$ cat config.mk
export PLATFORM = sky130hd
export DESIGN_NAME = sha256_message_hasher_core
export DESIGN_NICKNAME = d
export VERILOG_FILES = /design/src/rtl/sha256_pkg.sv /design/src/rtl/sha256_dp.sv /design/src/rtl/sha256_ctrl.sv /design/src/rtl/sha256_message_hasher_core.sv
export SDC_FILE = /design/constraint.sdc
export NUM_CORES = 2
export LEC_CHECK = 0
export BUFFER_PORTS_ARGS = -buffer_cell sky130_fd_sc_hd__buf_2
export CORE_MARGIN = 4
export CORE_UTILIZATION = 45
export DETAILED_ROUTE_END_ITERATION = 6
export GPL_TIMING_DRIVEN = 0
export SLEW_MARGIN = 25
export SYNTH_ARGS = -nofsm -noshare
export SYNTH_HDL_FRONTEND = slang
export SYNTH_SLANG_ARGS = --single-unit
$ cat constraint.sdc
create_clock -name i_clk -period 28.4 [get_ports i_clk]
set_input_delay 4.26 -clock i_clk [delete_from_list [all_inputs] [get_ports i_clk]]
set_output_delay 4.26 -clock i_clk [all_outputs]
set_load 0.05 [all_outputs]
$ cat src/rtl/sha256_pkg.sv
// SHA-256 hasher package: payload structs, controller state enum, constants.
// Used by sha256_ctrl, sha256_dp and the top level.
package sha256_pkg;

    typedef struct packed {
        logic [7:0] data_byte;
        logic       has_byte;
        logic       end_of_message;
    } t_in_item;

    typedef struct packed {
        logic [31:0] digest_word;
        logic [2:0]  word_index;
        logic        last_word;
    } t_out_item;

    typedef enum logic [2:0] {
        ST_IDLE,
        ST_PAD,
        ST_LEN,
        ST_LOAD,
        ST_ROUND,
        ST_FOLD,
        ST_EMIT
    } t_state;

    // Commands from controller to datapath
    typedef struct packed {
        logic       wr_byte;     // write input byte at fill position
        logic       wr_pad;      // write padding byte at pad position
        logic       wr_len;      // write length byte
        logic       load;        // copy store into schedule, chain into a..h
        logic       round;       // run one round
        logic       fold;        // add working words to chain
        logic       reinit;      // chain back to initial values, count to zero
        logic       emit_shift;  // next digest word
    } t_cmd;

    // Status from datapath to controller
    typedef struct packed {
        logic       store_full;  // fill position 63 written by this byte
        logic       pad_wrap;    // padding needs a second block
        logic [5:0] pad_pos;
        logic       round_last;
    } t_stat;

    localparam logic [31:0] H_INIT [8] = '{
        32'h6a09e667, 32'hbb67ae85, 32'h3c6ef372, 32'ha54ff53a,
        32'h510e527f, 32'h9b05688c, 32'h1f83d9ab, 32'h5be0cd19
    };

    localparam logic [31:0] K_ROUND [64] = '{
        32'h428a2f98,32'h71374491,32'hb5c0fbcf,32'he9b5dba5,32'h3956c25b,32'h59f111f1,
        32'h923f82a4,32'hab1c5ed5,32'hd807aa98,32'h12835b01,32'h243185be,32'h550c7dc3,
        32'h72be5d74,32'h80deb1fe,32'h9bdc06a7,32'hc19bf174,32'he49b69c1,32'hefbe4786,
        32'h0fc19dc6,32'h240ca1cc,32'h2de92c6f,32'h4a7484aa,32'h5cb0a9dc,32'h76f988da,
        32'h983e5152,32'ha831c66d,32'hb00327c8,32'hbf597fc7,32'hc6e00bf3,32'hd5a79147,
        32'h06ca6351,32'h14292967,32'h27b70a85,32'h2e1b2138,32'h4d2c6dfc,32'h53380d13,
        32'h650a7354,32'h766a0abb,32'h81c2c92e,32'h92722c85,32'ha2bfe8a1,32'ha81a664b,
        32'hc24b8b70,32'hc76c51a3,32'hd192e819,32'hd6990624,32'hf40e3585,32'h106aa070,
        32'h19a4c116,32'h1e376c08,32'h2748774c,32'h34b0bcb5,32'h391c0cb3,32'h4ed8aa4a,
        32'h5b9cca4f,32'h682e6ff3,32'h748f82ee,32'h78a5636f,32'h84c87814,32'h8cc70208,
        32'h90befffa,32'ha4506ceb,32'hbef9a3f7,32'hc67178f2
    };

    localparam logic [7:0] PAD_BYTE = 8'h80;
    localparam logic [5:0] LEN_POS  = 6'd56;

    function automatic logic [31:0] rotr(input logic [31:0] x, input int n);
        rotr = (x >> n) | (x << (32 - n));
    endfunction

endpackage

$ cat src/rtl/sha256_dp.sv
// SHA-256 datapath: block store, byte count, schedule window, round unit, chain.
// Depends on sha256_pkg; driven by sha256_ctrl commands.
module sha256_dp
    import sha256_pkg::*;
(
    input  logic        i_clk,
    input  logic        i_rst_n,
    input  t_cmd        i_cmd,
    input  logic [7:0]  i_byte,
    input  logic [2:0]  i_len_idx,
    input  logic        i_pad_second,
    output t_stat       o_stat,
    output logic [31:0] o_word
);

    // block store kept as 16 big-endian words, written one byte lane at a time
    logic [31:0] r_store [16];
    logic [60:0] r_count;
    logic [5:0]  r_pad_pos;
    logic [31:0] r_w [16];
    logic [31:0] r_v [8];
    logic [31:0] r_h [8];
    logic [5:0]  r_round;
    logic [2:0]  r_emit;

    logic [5:0]  fill_pos;
    logic [63:0] bits;
    logic [31:0] w_new, w_cur, t1, t2, s0, s1;

    assign fill_pos = r_count[5:0];
    assign bits     = {r_count, 3'b000};

    always_comb begin
        s0    = rotr(r_w[1], 7) ^ rotr(r_w[1], 18) ^ (r_w[1] >> 3);
        s1    = rotr(r_w[14], 17) ^ rotr(r_w[14], 19) ^ (r_w[14] >> 10);
        w_new = s1 + r_w[9] + s0 + r_w[0];
        w_cur = (r_round < 6'd16) ? r_w[0] : w_new;
        t1 = r_v[7] + (rotr(r_v[4], 6) ^ rotr(r_v[4], 11) ^ rotr(r_v[4], 25))
           + ((r_v[4] & r_v[5]) ^ (~r_v[4] & r_v[6])) + K_ROUND[r_round] + w_cur;
        t2 = (rotr(r_v[0], 2) ^ rotr(r_v[0], 13) ^ rotr(r_v[0], 22))
           + ((r_v[0] & r_v[1]) ^ (r_v[0] & r_v[2]) ^ (r_v[1] & r_v[2]));
    end

    // pad byte: 0x80 at the first pad position, zeros after
    logic [7:0] pad_val;
    assign pad_val = (!i_pad_second && r_pad_pos == fill_pos) ? PAD_BYTE : 8'h00;

    always_ff @(posedge i_clk) begin
        if (i_cmd.wr_byte)
            r_store[fill_pos[5:2]][{~fill_pos[1:0], 3'b000} +: 8] <= i_byte;
        if (i_cmd.wr_pad)
            r_store[r_pad_pos[5:2]][{~r_pad_pos[1:0], 3'b000} +: 8] <= pad_val;
        if (i_cmd.wr_len)
            r_store[LEN_POS[5:2] + {3'b000, i_len_idx[2]}][{~i_len_idx[1:0], 3'b000} +: 8]
                <= bits[{~i_len_idx, 3'b000} +: 8];
        if (i_cmd.load) begin
            for (int i = 0; i < 16; i++) r_w[i] <= r_store[i];
            for (int i = 0; i < 8; i++) r_v[i] <= r_h[i];
        end else if (i_cmd.round) begin
            // window rolls: r_w[0] is the word for rounds 0-15; later rounds use w_new
            for (int i = 0; i < 15; i++) r_w[i] <= r_w[i+1];
            r_w[15] <= w_cur;
            r_v[7] <= r_v[6]; r_v[6] <= r_v[5]; r_v[5] <= r_v[4];
            r_v[4] <= r_v[3] + t1;
            r_v[3] <= r_v[2]; r_v[2] <= r_v[1]; r_v[1] <= r_v[0];
            r_v[0] <= t1 + t2;
        end
    end

    // window after 16 rounds holds w[r-16..r-1]; indexes above match that
    always_ff @(posedge i_clk) begin
        if (!i_rst_n) begin
            r_count   <= '0;
            r_round   <= '0;
            r_emit    <= '0;
            r_pad_pos <= '0;
            for (int i = 0; i < 8; i++) r_h[i] <= H_INIT[i];
        end else begin
            if (i_cmd.wr_byte) r_count <= r_count + 61'd1;
            // pad position follows the next fill position until padding starts,
            // and holds across the compression of a wrapped block
            if (i_cmd.wr_pad)      r_pad_pos <= r_pad_pos + 6'd1;
            else if (i_cmd.reinit) r_pad_pos <= 6'd0;
            else if (!i_cmd.wr_len && !i_cmd.load && !i_cmd.round && !i_cmd.fold)
                r_pad_pos <= fill_pos + {5'b00000, i_cmd.wr_byte};
            if (i_cmd.round) r_round <= r_round + 6'd1;
            if (i_cmd.fold)
                for (int i = 0; i < 8; i++) r_h[i] <= r_h[i] + r_v[i];
            if (i_cmd.emit_shift) r_emit <= r_emit + 3'd1;
            if (i_cmd.reinit) begin
                r_count <= '0;
                r_emit  <= '0;
                for (int i = 0; i < 8; i++) r_h[i] <= H_INIT[i];
            end
        end
    end

    assign o_stat.store_full = (fill_pos == 6'd63);
    assign o_stat.pad_wrap   = (fill_pos > 6'd55);
    assign o_stat.pad_pos    = r_pad_pos;
    assign o_stat.round_last = (r_round == 6'd63);
    assign o_word            = r_h[r_emit];

endmodule

$ cat src/rtl/sha256_ctrl.sv
// SHA-256 controller: sequences byte fill, padding, length, rounds and digest output.
// Depends on sha256_pkg; commands sha256_dp.
module sha256_ctrl
    import sha256_pkg::*;
(
    input  logic       i_clk,
    input  logic       i_rst_n,
    input  logic       i_valid,
    input  t_in_item   i_item,
    output logic       o_stall,
    input  t_stat      i_stat,
    output t_cmd       o_cmd,
    output logic [2:0] o_len_idx,
    output logic       o_pad_second,
    output logic       o_valid,
    output logic [2:0] o_index,
    input  logic       i_stall
);

    t_state     r_state, n_state;
    logic       r_final, n_final;    // message ends after this compression
    logic       r_second, n_second;  // padding block after a wrapped one
    logic       r_lenblk, n_lenblk;  // current compression is the length block
    logic [2:0] r_cnt, n_cnt;
    logic       accept;

    assign accept = i_valid && !o_stall;
    assign o_stall = (r_state != ST_IDLE);

    always_comb begin
        n_state  = r_state;
        n_final  = r_final;
        n_second = r_second;
        n_lenblk = r_lenblk;
        n_cnt    = r_cnt;
        unique case (r_state)
            ST_IDLE: begin
                if (accept) begin
                    n_final  = i_item.end_of_message;
                    n_second = 1'b0;
                    n_lenblk = 1'b0;
                    if (i_item.has_byte && i_stat.store_full) n_state = ST_LOAD;
                    else if (i_item.end_of_message)           n_state = ST_PAD;
                end
            end
            ST_PAD: begin
                // pad runs from fill position up to 55, or to 63 if wrapping
                if (!r_second && i_stat.pad_wrap) begin
                    if (i_stat.pad_pos == 6'd63) n_state = ST_LOAD;
                end else if (i_stat.pad_pos == 6'd55) begin
                    n_state = ST_LEN;
                    n_cnt   = '0;
                end
            end
            ST_LEN: begin
                n_cnt = r_cnt + 3'd1;
                if (r_cnt == 3'd7) begin
                    n_state  = ST_LOAD;
                    n_lenblk = 1'b1;
                end
            end
            ST_LOAD:  n_state = ST_ROUND;
            ST_ROUND: if (i_stat.round_last) n_state = ST_FOLD;
            ST_FOLD: begin
                if (!r_final)     n_state = ST_IDLE;
                else if (r_lenblk) begin
                    n_state = ST_EMIT;
                    n_cnt   = '0;
                end else begin
                    n_state  = ST_PAD;
                    n_second = r_second || i_stat.pad_wrap;
                end
            end
            ST_EMIT: begin
                if (!i_stall) begin
                    n_cnt = r_cnt + 3'd1;
                    if (r_cnt == 3'd7) n_state = ST_IDLE;
                end
            end
            default: n_state = ST_IDLE;
        endcase
    end

    always_comb begin
        o_cmd        = '0;
        o_len_idx    = r_cnt;
        o_pad_second = r_second;
        o_valid      = 1'b0;
        o_index      = r_cnt;
        unique case (r_state)
            ST_IDLE:  o_cmd.wr_byte = accept && i_item.has_byte;
            ST_PAD:   o_cmd.wr_pad  = 1'b1;
            ST_LEN:   o_cmd.wr_len  = 1'b1;
            ST_LOAD:  o_cmd.load    = 1'b1;
            ST_ROUND: o_cmd.round   = 1'b1;
            ST_FOLD:  o_cmd.fold    = 1'b1;
            ST_EMIT: begin
                o_valid          = 1'b1;
                o_cmd.emit_shift = !i_stall && (r_cnt != 3'd7);
                o_cmd.reinit     = !i_stall && (r_cnt == 3'd7);
            end
            default: o_cmd = '0;
        endcase
    end

    always_ff @(posedge i_clk) begin
        if (!i_rst_n) begin
            r_state  <= ST_IDLE;
            r_final  <= 1'b0;
            r_second <= 1'b0;
            r_lenblk <= 1'b0;
            r_cnt    <= '0;
        end else begin
            r_state  <= n_state;
            r_final  <= n_final;
            r_second <= n_second;
            r_lenblk <= n_lenblk;
            r_cnt    <= n_cnt;
        end
    end

endmodule

$ cat src/rtl/sha256_message_hasher_core.sv
// SHA-256 hasher top level: joins sha256_ctrl and sha256_dp.
// Depends on sha256_pkg.
//
// Input channel i_valid/o_stall carries one item: a message byte with
// has_byte, and end_of_message on the final item. Output channel
// o_valid/i_stall carries the eight digest words, word 0 first, the eighth
// flagged last_word.
// A byte that does not complete a 64-byte block leaves the input ready for the
// next item. A byte that fills the block holds the input through load, 64
// rounds of the single round unit and fold. The final item adds padding writes
// (up to 64), eight length writes and one or two compressions, then the eight
// digest words, each held while the receiver stalls.
// Reset (synchronous, active low) restores the initial hash values, clears
// the byte count and returns to idle. While the receiver stalls, the current
// digest word holds and no new item is taken.
module sha256_message_hasher_core
    import sha256_pkg::*;
(
    input  logic      i_clk,
    input  logic      i_rst_n,
    input  logic      i_valid,
    input  t_in_item  i_item,
    output logic      o_stall,
    output logic      o_valid,
    output t_out_item o_item,
    input  logic      i_stall
);

    t_cmd        cmd;
    t_stat       stat;
    logic [2:0]  len_idx, idx;
    logic        pad_second;
    logic [31:0] word;

    sha256_ctrl u_ctrl (
        .i_clk, .i_rst_n, .i_valid, .i_item, .o_stall,
        .i_stat(stat), .o_cmd(cmd), .o_len_idx(len_idx),
        .o_pad_second(pad_second), .o_valid, .o_index(idx), .i_stall
    );

    sha256_dp u_dp (
        .i_clk, .i_rst_n, .i_cmd(cmd), .i_byte(i_item.data_byte),
        .i_len_idx(len_idx), .i_pad_second(pad_second),
        .o_stat(stat), .o_word(word)
    );

    assign o_item.digest_word = word;
    assign o_item.word_index  = idx;
    assign o_item.last_word   = (idx == 3'd7);

endmodule
==> impl_metrics.csv <==
group,metric,value,unit
run_status,status,"complete, but fails checks",
run_status,violations,"DRC",
die,fp-row-count,165,
pwr,p_leak,38.97,nW
placement,gp_congestion,1.001,
critical_path,slowest_delay,0.73,ns
route,drt-total-wl,357600,µm
finish,layout.nets,9825,
timing,tightest_slew,1.196,ns
finish,nFillCells,18246,
synth,ys_ff_latch,1624,
critical_path,critPathMaxFanout,10,
timing,setup_viol,0,
critical_path,worstPathRequired,29.06,ns
synth,synth_edf_count,1408,
cts,cts_sinks,1624,
timing,slew_headroom,0.2029,
cts,clkLatencyLatePin,0.85,ns
placement,place_inst,11681,
die,die_y,458.8,µm
job,max_cap_viol_count,0,
route,drt-initial-drc-count,9107,
timing,fmax,76.89,MHz
route,firstDrtPassIters,7,
cts,cts_buffers,178,
synth,synth_xor_area_frac,0.06170,
synth,synthCells,8898,
synth,synth_mux_area_frac,0.03146,
route,wl_per_cell,29.73,µm
synth,synth_nets,9533,
finish,layout.cells.non_filler,12029,
die,die_area,210500,µm²
cts,clk_pin_slew,0.06,ns
synth,synthFlopType,"edfxtp_1",
critical_path,path_buf_inv,8,
worst_hold_path,min_from,"u_dp.r_store[11][28]$_DFFE_PP_",
global_routing,grt-ovfl-total,0,
synth,synth_top_family_by_area,"simple AND/OR/NAND/NOR gates",
route,vias_per_cell,5.918,
critical_path,reg2regPathDepth,39,
global_routing,grtUsageMet2,0.4810,
synth,synth_area_leaders,"edfxtp_1, nand2_1, ha_1, dfxtp_1, fa_1",
synth,synth_top_area_share,0.4624,
critical_path,critPathLaunchType,"register",
critical_path,startpoint,"u_dp.r_round[0]$_SDFFE_PN0P_",
synth,yosysTopAreaCell,"edfxtp_1",
route,drc,1,
route,vias,71189,
timing,slew_viol_final,0,
placement,portBuffers,51,
synth,yosysSeqAreaShare,0.5097,
cts,ctsHtreeMaxLevel,4,
die,core,202100,µm²
critical_path,r2r_end,"u_dp.r_v[0][31]$_DFFE_PP_",
global_routing,grt_pass1_vias,66784,
worst_hold_path,hp-class,"reg2reg",
critical_path,crit_cells,39,
global_routing,antenna_found_initial,33,
synth,synth_compound_area_frac,0.1050,
cts,cts_buffer_depth,3,
synth,netlist_area,91430,µm²
synth,yosys.area_share.adder,0.1030,
synth,synthSimpleGateAreaFrac,0.1575,
synth,async_flop_share,0,
finish,syn_to_final_growth,12.32,%
finish,finalCoreUtilization,0.5081,
synth,syn_area_per_cell,10.28,µm²
cts,root_buffer,"clkbuf_16",
cts,cts_hold_buffers,0,
timing,clock_skew,0.06264,ns
timing,grt_setup_unrepaired,"false",
global_routing,use_met1,0.4879,
critical_path,crit_slowest_cell,"ha_1",
critical_path,r2r_slack,15.39,ns
synth,synth_cell_types,89,
critical_path,path_delay_family,"compound AO/OA/AOI/OAI gates",
synth,yosys_warnings,0,
finish,drive_above_1_share,0.06831,
finish,stdcell_area,102700,µm²
placement,hpwl,275900,µm
timing,period_share,0.4579,
global_routing,grt_pass1_wl,497200,µm
placement,place_area,96780,µm²
critical_path,arrival,13.66,ns
timing,fin_crit,13.01,ns
worst_hold_path,min_to,"u_dp.r_w[0][380]$_DFFE_PP_",
critical_path,timing.rr.start,"u_dp.r_round[0]$_SDFFE_PN0P_",
route,ant_nets,0,
critical_path,crit_type,"reg2reg",
pwr,ir_worst_vdd,0.1482,mV
cts,cts_setup_buffers,0,
critical_path,end_kind,"register",
cts,cts-resized-gates,0,
worst_hold_path,holdPathStages,2,
die,initial_utilization,0.4524,
die,die_w,458.8,µm
timing,finalHoldViolations,0,
die,io_pins,52,
global_routing,busiest_layer,"met1",
cts,cts_tree,"built",
global_routing,grtUsageTotal,0.3330,
pwr,p_per_area,119.2,nW/µm²
global_routing,grt_max_degree,65,
global_routing,grtUsageMet3,0.08003,
worst max-delay path by stage:
stage | end | slack, ns
2_1_floorplan | u_dp.r_pad_pos[3]$_SDFFE_PN0P_ | 7.99
3_3_place_gp | u_dp.r_pad_pos[2]$_SDFFE_PN0P_ | -5.14
3_5_place_dp | u_dp.r_v[0][31]$_DFFE_PP_ | 15.69
4_1_cts | u_dp.r_v[0][31]$_DFFE_PP_ | 15.65
5_1_grt | u_dp.r_v[0][31]$_DFFE_PP_ | 15.11
6_report | u_dp.r_v[0][31]$_DFFE_PP_ | 15.39
kinds of logic (layout without fill, tap and decap cells):
| logic type | count (synthesis) | after routing |
|---|---|---|
| mux | 180 | 180 |
| compound gates | 1529 | 1529 |
| xor+xnor | 641 | 641 |
| flops | 1624 | 1624 |
| other cells | 0 | 17 |
| fa+ha+maj | 639 | 639 |
| buf+inv | 770 | 1212 |
| simple gates | 3515 | 3515 |
sequential cells by signal (all words and copies together), names as in the netlist, 3 cells and up, named ones only:
| name | cells |
|---|---|
| u_dp.r_w | 512 |
| u_dp.r_store | 512 |
| u_dp.r_pad_pos | 6 |
| u_dp.r_h | 256 |
| u_ctrl.o_index | 3 |
| u_dp.r_count | 61 |
| u_dp.r_round | 6 |
| u_ctrl.r_state | 3 |
| u_dp.r_v | 256 |
| u_dp.r_emit | 3 |
per-stage QoR:
step,TNS (ns),hold WS (ns),power [W],setup WS (ns)
3_5_place_dp,0,0.4866,0.009734,15.69
4_1_cts,0,0.4785,0.01211,15.65
3_3_place_gp,-1705.49,0.4799,0.009947,-5.141
2_1_floorplan,0,0.4520,0.007825,7.992
6_report,0,0.4698,0.01225,15.39
5_1_grt,0,0.5014,0.01295,15.11
routing by layer:
metal  wire length, µm  up-vias
li1                  -    31553
met2            150200     3641
met5                26        -
met3             38670      571
met1            154900    35420
met4             13880        4
synth_stat cells (all sizes together), types with 40 or more instances:
cell	number
edfxtp	1408
nand2	2547
o21ai	401
nor3	66
mux2i	59
mux4	82
clkbuf	381
nor2b	73
nand3	106
xor2	259
fa	195
a211oi	49
o21bai	59
xnor2	380
buf	40
o211ai	69
ha	426
o21a	53
a21oi	452
and3	53
a21o	184
nor2	431
inv	348
dfxtp	216
nand2b	75
area by class of cell:
type,instances,area [µm²],area share
antenna,17,42.54,0.0004142
clock inverter,118,1142,0.01112
sequential,1624,46610,0.4538
tap,2672,3343,0.03255
timing repair buffer,112,1509,0.01469
multi-input combinational,6504,42390,0.4128
buffer,421,1643,0.01600
inverter,349,1318,0.01283
clock buffer,212,4706,0.04582
power breakdown:
part           total [W]  internal (W)  switching [W]
logic            0.00690       0.00255        0.00436
clock network    0.00236       0.00133        0.00103
registers        0.00298       0.00286       0.000118
total             0.0122       0.00674        0.00551
cell usage in the layout, fill, tap and decap left out, types with 39 or more instances in the layout:
master | Yosys | final
a211oi_1 | 48 | 48
clkbuf_1 | 381 | 365
nand2b_1 | 75 | 75
a21oi_1 | 449 | 437
and3_1 | 53 | 53
nand2_1 | 2547 | 2545
buf_2 | 2 | 57
clkbuf_16 | 0 | 181
clkbuf_2 | 0 | 41
mux2_2 | 39 | 39
clkinv_1 | 1 | 47
edfxtp_1 | 1408 | 1408
dfxtp_1 | 216 | 215
xnor2_1 | 380 | 380
o21ai_0 | 394 | 352
o21bai_1 | 59 | 59
xor2_1 | 259 | 259
ha_1 | 426 | 426
nor3_1 | 65 | 65
fa_1 | 195 | 195
mux4_2 | 82 | 82
o211ai_1 | 69 | 69
o21a_1 | 53 | 53
nor2_1 | 431 | 429
inv_1 | 348 | 346
nor2b_1 | 73 | 73
a21o_1 | 184 | 184
nand3_1 | 106 | 106
mux2i_1 | 59 | 54
tightest hold or removal path: stages, from the launching register on:
cell	delay [ns]
edfxtp_1	0.32
nand2_1	0.04
nand2_1	0.04
No activity file was read; power rests on OpenSTA's default activity.
